**src/tsp_pkg.sv**
```systemverilog
`default_nettype none
package tsp_pkg;
  localparam int MaxCities = 8;
  localparam int CityBits = 3;
  localparam int CntBits = 4;
  localparam int DistBits = 16;
  localparam int CostBits = 20;
  localparam int OutCostBits = 19;
  localparam int MemDepth = MaxCities * MaxCities;
  localparam int AddrBits = 6;

  typedef enum logic [3:0] {
    ST_IDLE, ST_INIT, ST_SCAN, ST_RD, ST_WAIT, ST_PUSH, ST_CLOSE_RD, ST_CLOSE_WAIT,
    ST_CLOSE, ST_EMIT
  } tsp_state_t;

  typedef struct packed {
    logic init;
    logic scan_step;
    logic pop;
    logic rd_edge;
    logic rd_close;
    logic push;
    logic close;
    logic emit_step;
  } tsp_cmd_t;

  typedef struct packed {
    logic at_leaf;
    logic cand_free;
    logic cand_end;
    logic depth_zero;
    logic emit_last;
  } tsp_stat_t;
endpackage
`default_nettype wire

```
**src/tsp_ram.sv**
```systemverilog
`default_nettype none
module tsp_ram #(
  parameter int Width = 16,
  parameter int Depth = 64
) (
  input  wire logic                     clk,
  input  wire logic                     we,
  input  wire logic [$clog2(Depth)-1:0] waddr,
  input  wire logic [Width-1:0]         wdata,
  input  wire logic [$clog2(Depth)-1:0] raddr,
  output logic      [Width-1:0]         rdata
);
  logic [Width-1:0] mem [Depth];
  always_ff @(posedge clk) begin
    if (we) begin
      mem[waddr] <= wdata;
    end
    rdata <= mem[raddr];
  end
endmodule
`default_nettype wire

```
**src/tsp_ctrl.sv**
```systemverilog
`default_nettype none
module tsp_ctrl (
  input  wire logic              clk,
  input  wire logic              rst,
  input  wire logic              start,
  input  wire logic              out_take,
  input  wire tsp_pkg::tsp_stat_t stat,
  output tsp_pkg::tsp_cmd_t      cmd,
  output logic                   busy,
  output logic                   emitting
);
  import tsp_pkg::*;
  tsp_state_t state, state_next;

  always_ff @(posedge clk) begin
    if (rst) begin
      state <= ST_IDLE;
    end else begin
      state <= state_next;
    end
  end

  always_comb begin
    state_next = state;
    unique case (state)
      ST_IDLE:       if (start) state_next = ST_INIT;
      ST_INIT:       state_next = ST_SCAN;
      ST_SCAN: begin
        if (stat.depth_zero) state_next = ST_EMIT;
        else if (stat.at_leaf) state_next = ST_CLOSE_RD;
        else if (stat.cand_end) state_next = ST_SCAN;
        else if (stat.cand_free) state_next = ST_RD;
      end
      ST_RD:         state_next = ST_WAIT;
      ST_WAIT:       state_next = ST_PUSH;
      ST_PUSH:       state_next = ST_SCAN;
      ST_CLOSE_RD:   state_next = ST_CLOSE_WAIT;
      ST_CLOSE_WAIT: state_next = ST_CLOSE;
      ST_CLOSE:      state_next = ST_SCAN;
      ST_EMIT:       if (out_take && stat.emit_last) state_next = ST_IDLE;
      default:       state_next = ST_IDLE;
    endcase
  end

  always_comb begin
    cmd = '0;
    busy = (state != ST_IDLE);
    emitting = (state == ST_EMIT);
    unique case (state)
      ST_INIT:     cmd.init = 1'b1;
      ST_SCAN: begin
        if (!stat.depth_zero && !stat.at_leaf) begin
          if (stat.cand_end) cmd.pop = 1'b1;
          else if (!stat.cand_free) cmd.scan_step = 1'b1;
        end
      end
      ST_RD:       cmd.rd_edge = 1'b1;
      ST_PUSH:     cmd.push = 1'b1;
      // keep the closing edge address on the ram until its data is used
      ST_CLOSE_RD, ST_CLOSE_WAIT: cmd.rd_close = 1'b1;
      ST_CLOSE:    cmd.close = 1'b1;
      ST_EMIT:     cmd.emit_step = out_take;
      default:     ;
    endcase
  end
endmodule
`default_nettype wire

```
**src/tsp_dp.sv**
```systemverilog
`default_nettype none
module tsp_dp (
  input  wire logic                        clk,
  input  wire logic                        load,
  input  wire logic [tsp_pkg::CityBits-1:0] ld_from,
  input  wire logic [tsp_pkg::CityBits-1:0] ld_to,
  input  wire logic [tsp_pkg::DistBits-1:0] ld_dist,
  input  wire logic [tsp_pkg::CntBits-1:0]  n_cities,
  input  wire tsp_pkg::tsp_cmd_t            cmd,
  output tsp_pkg::tsp_stat_t                stat,
  output logic [tsp_pkg::CityBits-1:0]      out_pos,
  output logic [tsp_pkg::CityBits-1:0]      out_city,
  output logic [tsp_pkg::OutCostBits-1:0]   out_cost
);
  import tsp_pkg::*;
  logic [CityBits-1:0] path [MaxCities];
  logic [CntBits-1:0]  nxt [MaxCities];
  logic [CostBits-1:0] lcost [MaxCities];
  logic [MaxCities-1:0] visited;
  logic [CityBits-1:0] best [MaxCities];
  logic [CostBits-1:0] best_cost;
  logic                best_valid;
  logic [CntBits-1:0]  depth;
  logic [CityBits-1:0] epos;
  logic [AddrBits-1:0] raddr;
  logic [DistBits-1:0] rdata;
  logic                diag;
  logic [CityBits-1:0] dm1, cand, prev;
  logic [CostBits-1:0] ed, total;

  tsp_ram #(.Width(DistBits), .Depth(MemDepth)) u_mat (
    .clk, .we(load), .waddr({ld_from, ld_to}), .wdata(ld_dist),
    .raddr, .rdata
  );

  assign dm1 = depth[CityBits-1:0] - 1'b1;
  assign cand = nxt[depth[CityBits-1:0]][CityBits-1:0];
  assign prev = path[dm1];
  assign ed = diag ? '0 : CostBits'(rdata);
  assign total = lcost[dm1] + ed;

  always_comb begin
    raddr = {prev, cand};
    if (cmd.rd_close) raddr = {prev, CityBits'(0)};
  end

  always_comb begin
    stat.depth_zero = (depth == '0);
    stat.at_leaf = (depth == n_cities);
    stat.cand_end = (nxt[depth[CityBits-1:0]] >= n_cities);
    stat.cand_free = !visited[cand];
    stat.emit_last = (CntBits'(epos) + 1'b1 == n_cities);
  end

  always_ff @(posedge clk) begin
    if (cmd.rd_edge) diag <= (prev == cand);
    if (cmd.rd_close) diag <= (prev == '0);
    if (cmd.init) begin
      for (int i = 0; i < MaxCities; i++) begin
        path[i] <= '0;
        nxt[i] <= (i == 1) ? CntBits'(1) : '0;
        lcost[i] <= '0;
        best[i] <= '0;
      end
      visited <= MaxCities'(1);
      best_cost <= '1;
      best_valid <= 1'b0;
      depth <= CntBits'(1);
      epos <= '0;
    end
    if (cmd.scan_step) nxt[depth[CityBits-1:0]] <= nxt[depth[CityBits-1:0]] + 1'b1;
    if (cmd.pop) begin
      depth <= depth - 1'b1;
      if (depth > CntBits'(1)) visited[path[dm1]] <= 1'b0;
    end
    if (cmd.push) begin
      nxt[depth[CityBits-1:0]] <= nxt[depth[CityBits-1:0]] + 1'b1;
      path[depth[CityBits-1:0]] <= cand;
      visited[cand] <= 1'b1;
      lcost[depth[CityBits-1:0]] <= total;
      depth <= depth + 1'b1;
      if (depth + 1'b1 < n_cities) nxt[depth[CityBits-1:0] + 1'b1] <= CntBits'(1);
    end
    if (cmd.close) begin
      if (!best_valid || total < best_cost) begin
        best_valid <= 1'b1;
        best_cost <= total;
        for (int i = 0; i < MaxCities; i++) best[i] <= path[i];
      end
      depth <= depth - 1'b1;
      visited[prev] <= 1'b0;
    end
    if (cmd.emit_step) epos <= epos + 1'b1;
  end

  assign out_pos = epos;
  assign out_city = best[epos];
  assign out_cost = best_cost[CostBits-1] ? '1 : best_cost[OutCostBits-1:0];
endmodule
`default_nettype wire

```
**src/tsp_exhaustive_tour_search.sv**
```systemverilog
// exhaustive tsp tour search. s_axis transfers with tuser=0 load one directed
// edge into the 8x8 distance matrix; tuser=1 starts a depth-first
// search over all tours from city 0 in lexicographic order, keeping the first
// strictly cheapest. every extension or closed tour makes one registered
// matrix read; a skipped (already visited) child or a backtrack makes none.
// after the search, one tour city per m_axis transfer, position 0 first, with
// tlast on the final city. no input is taken during a search or output.
`default_nettype none
module tsp_exhaustive_tour_search (
  input  wire logic        clk,
  input  wire logic        rst,
  input  wire logic        s_axis_tvalid,
  output logic             s_axis_tready,
  input  wire logic [23:0] s_axis_tdata,  // from_city[2:0], to_city[5:3], distance[21:6]
  input  wire logic        s_axis_tuser,  // cmd
  output logic             m_axis_tvalid,
  input  wire logic        m_axis_tready,
  output logic [31:0]      m_axis_tdata,  // position[2:0], city[5:3], tour_cost[24:6]
  output logic             m_axis_tlast,  // last
  input  wire logic        cfg_we,
  input  wire logic [3:0]  cfg_wdata      // cities_in_use
);
  import tsp_pkg::*;
  logic [CntBits-1:0] cities_in_use;
  logic [CntBits-1:0] n_cities;
  logic               busy, emitting, acc;
  tsp_cmd_t           cmd;
  tsp_stat_t          stat;
  logic [CityBits-1:0] pos, city;
  logic [OutCostBits-1:0] cost;

  always_ff @(posedge clk) begin
    if (rst) begin
      cities_in_use <= CntBits'(8);
    end else if (cfg_we) begin
      cities_in_use <= cfg_wdata;
    end
  end

  // clamp to 2..8
  assign n_cities = (cities_in_use < CntBits'(2)) ? CntBits'(2) :
                    (cities_in_use > CntBits'(MaxCities)) ? CntBits'(MaxCities) : cities_in_use;

  assign s_axis_tready = !busy;
  assign acc = s_axis_tvalid && s_axis_tready;

  tsp_ctrl u_ctrl (
    .clk, .rst, .start(acc && s_axis_tuser), .out_take(m_axis_tready),
    .stat, .cmd, .busy, .emitting
  );

  tsp_dp u_dp (
    .clk, .load(acc && !s_axis_tuser),
    .ld_from(s_axis_tdata[2:0]), .ld_to(s_axis_tdata[5:3]),
    .ld_dist(s_axis_tdata[21:6]), .n_cities, .cmd, .stat,
    .out_pos(pos), .out_city(city), .out_cost(cost)
  );

  assign m_axis_tvalid = emitting;
  assign m_axis_tdata = {7'd0, cost, city, pos};
  assign m_axis_tlast = stat.emit_last;
endmodule
`default_nettype wire

```
**config.mk**
```make
export PLATFORM = sky130hd
export DESIGN_NAME = tsp_exhaustive_tour_search
export DESIGN_NICKNAME = d
export VERILOG_FILES = /design/src/tsp_pkg.sv /design/src/tsp_ram.sv /design/src/tsp_ctrl.sv /design/src/tsp_dp.sv /design/src/tsp_exhaustive_tour_search.sv
export SDC_FILE = /design/constraint.sdc
export NUM_CORES = 2
export LEC_CHECK = 0
export ABC_AREA = 1
export ABC_CLOCK_PERIOD_IN_PS = 7000
export BUFFER_PORTS_ARGS = -buffer_cell sky130_fd_sc_hd__buf_4
export CAP_MARGIN = 10
export CORE_UTILIZATION = 45
export CTS_CLUSTER_DIAMETER = 200
export DETAILED_ROUTE_END_ITERATION = 7
export GPL_TIMING_DRIVEN = 0
export SYNTH_ARGS = -nofsm -noshare
export SYNTH_HDL_FRONTEND = slang
export SYNTH_SLANG_ARGS = --single-unit
```
**constraint.sdc**
```tcl
create_clock -name clk -period 7 [get_ports clk]
set_input_delay 1.05 -clock clk [delete_from_list [all_inputs] [get_ports clk]]
set_output_delay 1.05 -clock clk [all_outputs]
set_load 0.02 [all_outputs]
```
==> key figures <==
Run status
  • Outcome: complete, no violations

Global routing
  • Largest net degree at the start of global routing: 65
  • GR Layer Usage met3: 4.238%
  • Initial antenna violation count: 6
  • GRT Overall Usage: 27.79%
  • M2 GR Usage: 43.74%
  • GRT Residual Overflow: 0
  • First-pass GRT wire length: 271,400 microns
  • GR Util met1: 37.45%
  • Vias in the first global route: 40,470
  • Top Usage Layer GRT: met2

CTS
  • Root buffer cell: clkbuf_16
  • CTS clk-pin slew, worst paths: 0.06 ns
  • Clk sinks: 1,331
  • TritonCTS clock tree: yes
  • Clk_lat worst skew: 0.79 ns
  • H-tree depth: 4
  • Clock Path Buffers: 3
  • Cts bufs inserted: 146
  • CTS Hold Bufs: 0

Synth
  • Mapped cell area: 0.06002 sq mm
  • Top-area cell type share of the netlist area: 62.04%
  • Synth Register Bits: 1,331
  • Synth async-reset ratio: 0%
  • Post-synth EDFFs: 1,240
  • Post-synth top flop: edfxtp_1
  • Main area contributors after synthesis: edfxtp_1 (62%), nand3_1 (8.0%), nand2_1 (7.9%)
  • Number of library cell types mapped by synthesis: 48
  • Yosys warning total: 0
  • Synthesized area per cell: 9.791 sq um
  • Area leader, netlist: edfxtp_1
  • Register area share after synthesis: 65.07%
  • Mapped Cells: 6,130

Floorplanning
  • Die span in x: 367.2 microns
  • FP Rows: 133
  • Chip height: 367.2 microns
  • IO Pins: 69
  • Die area: 0.1348 sq mm
  • Initial core utilization: 45.48%
  • Core area: 0.1320 sq mm

Layout
  • Final Non-Filler Cells: 8,281
  • Post-synthesis to final-layout area growth: 14.30%
  • Commonest cells after routing, fill and taps aside: nand2_1 (1,251), edfxtp_1 (1,240), inv_1 (1,087)
  • Fillers: 11,840
  • Final #Nets: 6,486
  • Commonest non-fill, non-tap cell in the layout: nand2_1
  • Share of cells above drive strength 1: 10.60%
  • Post-route cell area: 0.06861 sq mm

Placement
  • Port bufs: 59
  • Gpl congestion: 1.047
  • Placed instance area: 0.06361 sq mm
  • DPL Wire Length: 129,600 microns
  • Placed Cells: 7,998

Detailed routing
  • DRC viols: 0
  • Drt first pass iters: 6
  • ANT nets after route: 0
  • Vias after detailed routing: 43,190
  • Iteration-0 DRC Markers: 4,680
  • Via density: 5.215
  • Wire per inst: 22.69 microns
  • Wirelength, routed: 187,900 microns

Worst setup path
  • CP Class: flip-flop to flip-flop
  • Crit path top cell by count: clkbuf_8
  • CP max FO: 19
  • WP buf/inv: 13
  • Crit path required time: 7.49 ns
  • Critical Path End Type: flip-flop
  • Type of origin of the critical path: flip-flop
  • Slowest CP cell: edfxtp_1
  • CP top delay family: buffers and inverters
  • CP max stage delay: 0.45 ns
  • CP Data Arrival Time: 7.25 ns

STA
  • Final hold vios: 0
  • Setup violations, final: 0
  • F_max: 147.8 MHz
  • Relative slew margins: 18.41%
  • Worst-margin pin slew: 1.221 ns
  • Worst Skew: 0.05643 ns
  • Slew Limit Fails: 0
  • Tmin final: 6.765 ns
  • Final Hold Slack: 0.4746 ns
  • Final Cycle Share: 96.64%

Worst hold path
  • Hold Path Class: flip-flop to flip-flop

Run
  • Max Cap Violations: 0
==> kinds of logic after synthesis <==
| family | Yosys count | share of synthesized area (%) |
|---|---|---|
| simple gates | 2901 | 20.43 |
| fa+ha+maj | 49 | 1.034 |
| buf+inv | 1433 | 9.522 |
| compound gates | 384 | 3.456 |
| xor+xnor | 31 | 0.4774 |
| other cells | 1 | 0.006248 |
| flops | 1331 | 65.07 |
==> state kept, by name, summed over array words and instances, names as in the netlist, named ones only <==
| register | cells |
|---|---|
| u_dp.diag | 1 |
| u_dp.path | 24 |
| u_dp.best_cost | 20 |
| u_dp.u_mat.mem | 1024 |
| cities_in_use | 4 |
| u_dp.best_valid | 1 |
| u_dp.lcost | 160 |
| u_dp.u_mat.rdata | 16 |
| u_dp.visited | 8 |
| u_ctrl.state | 4 |
| u_dp.out_pos | 3 |
| u_dp.nxt | 32 |
| u_dp.best | 24 |
| u_dp.depth | 4 |
==> cells in the mapped netlist, drive strengths merged (7+ instances only) <==
| library cell | count |
|---|---|
| clkinv | 21 |
| o22ai | 28 |
| nand3b | 11 |
| nand3 | 963 |
| a22oi | 7 |
| edfxtp | 1240 |
| a21oi | 68 |
| nor2 | 640 |
| dfxtp | 91 |
| clkbuf | 78 |
| o21ai | 238 |
| xnor2 | 8 |
| buf | 230 |
| inv | 1104 |
| nor3 | 12 |
| xor2 | 23 |
| nand2 | 1266 |
| ha | 48 |
| a31oi | 21 |
| o211ai | 8 |
==> per-stage QoR <==
stage / setup TNS [ns] / worst slack (ns) / util [%]
2_1_floorplan: 0 / 0.01313 / -
3_3_place_gp: -254.17 / -3.957 / 47.50
3_5_place_dp: -270.61 / -4.042 / 48.20
4_1_cts: 0 / 0.004537 / 51.87
5_1_grt: -1.105 / -0.05046 / 51.98
6_report: 0 / 0.2352 / 51.99
==> layer usage <==
metal  vias to the layer above  part of all wire [%]
met5                         -                0.0064
met4                         2                   5.6
met3                       375                   7.9
met2                      1759                    45
met1                     20530                    41
li1                      20520                     -
==> layout make-up <==
cell class / instances / area [sq um] / share of cell area [%]
clock inverter: 77 / 710.7 / 1.036
multi-input combinational: 3373 / 15660 / 22.82
buffer: 307 / 1583 / 2.307
sequential: 1331 / 39060 / 56.93
clock buffer: 188 / 3862 / 5.630
inverter: 1125 / 4228 / 6.162
antenna: 6 / 15.01 / 0.02188
timing repair buffer: 119 / 1297 / 1.891
tap: 1755 / 2196 / 3.201
==> tightest hold or removal path, stage by stage, from the launching register on <==
cell	delay, ns
dfxtp_1	0.30
inv_1	0.06
a21oi_1	0.06
==> worst paths after layout <==
| path | slack, ns | cells past startpoint | endpoint | from |
|---|---|---|---|---|
| max reg2reg | 0.24 | 32 | u_dp.best[6][0] | u_dp.depth[0] |
| min | 0.47 | 2 | cities_in_use[1] | cities_in_use[1] |
| max | 0.24 | 32 | u_dp.best[6][0] | u_dp.depth[0] |
| min reg2reg | 0.47 | 2 | cities_in_use[1] | cities_in_use[1] |
==> what timing repair did <==
item / CTS / global route
gates cloned: 1 / 0
pin swaps: 4 / 7
resized for setup: 50 / 33
endpoints found under the setup margin: 174 / 62
setup buffers: 6 / 6
Power is left out: the tool's default activity adds up to more than one toggle a clock period on the data nets, which glitch-free logic cannot reach.
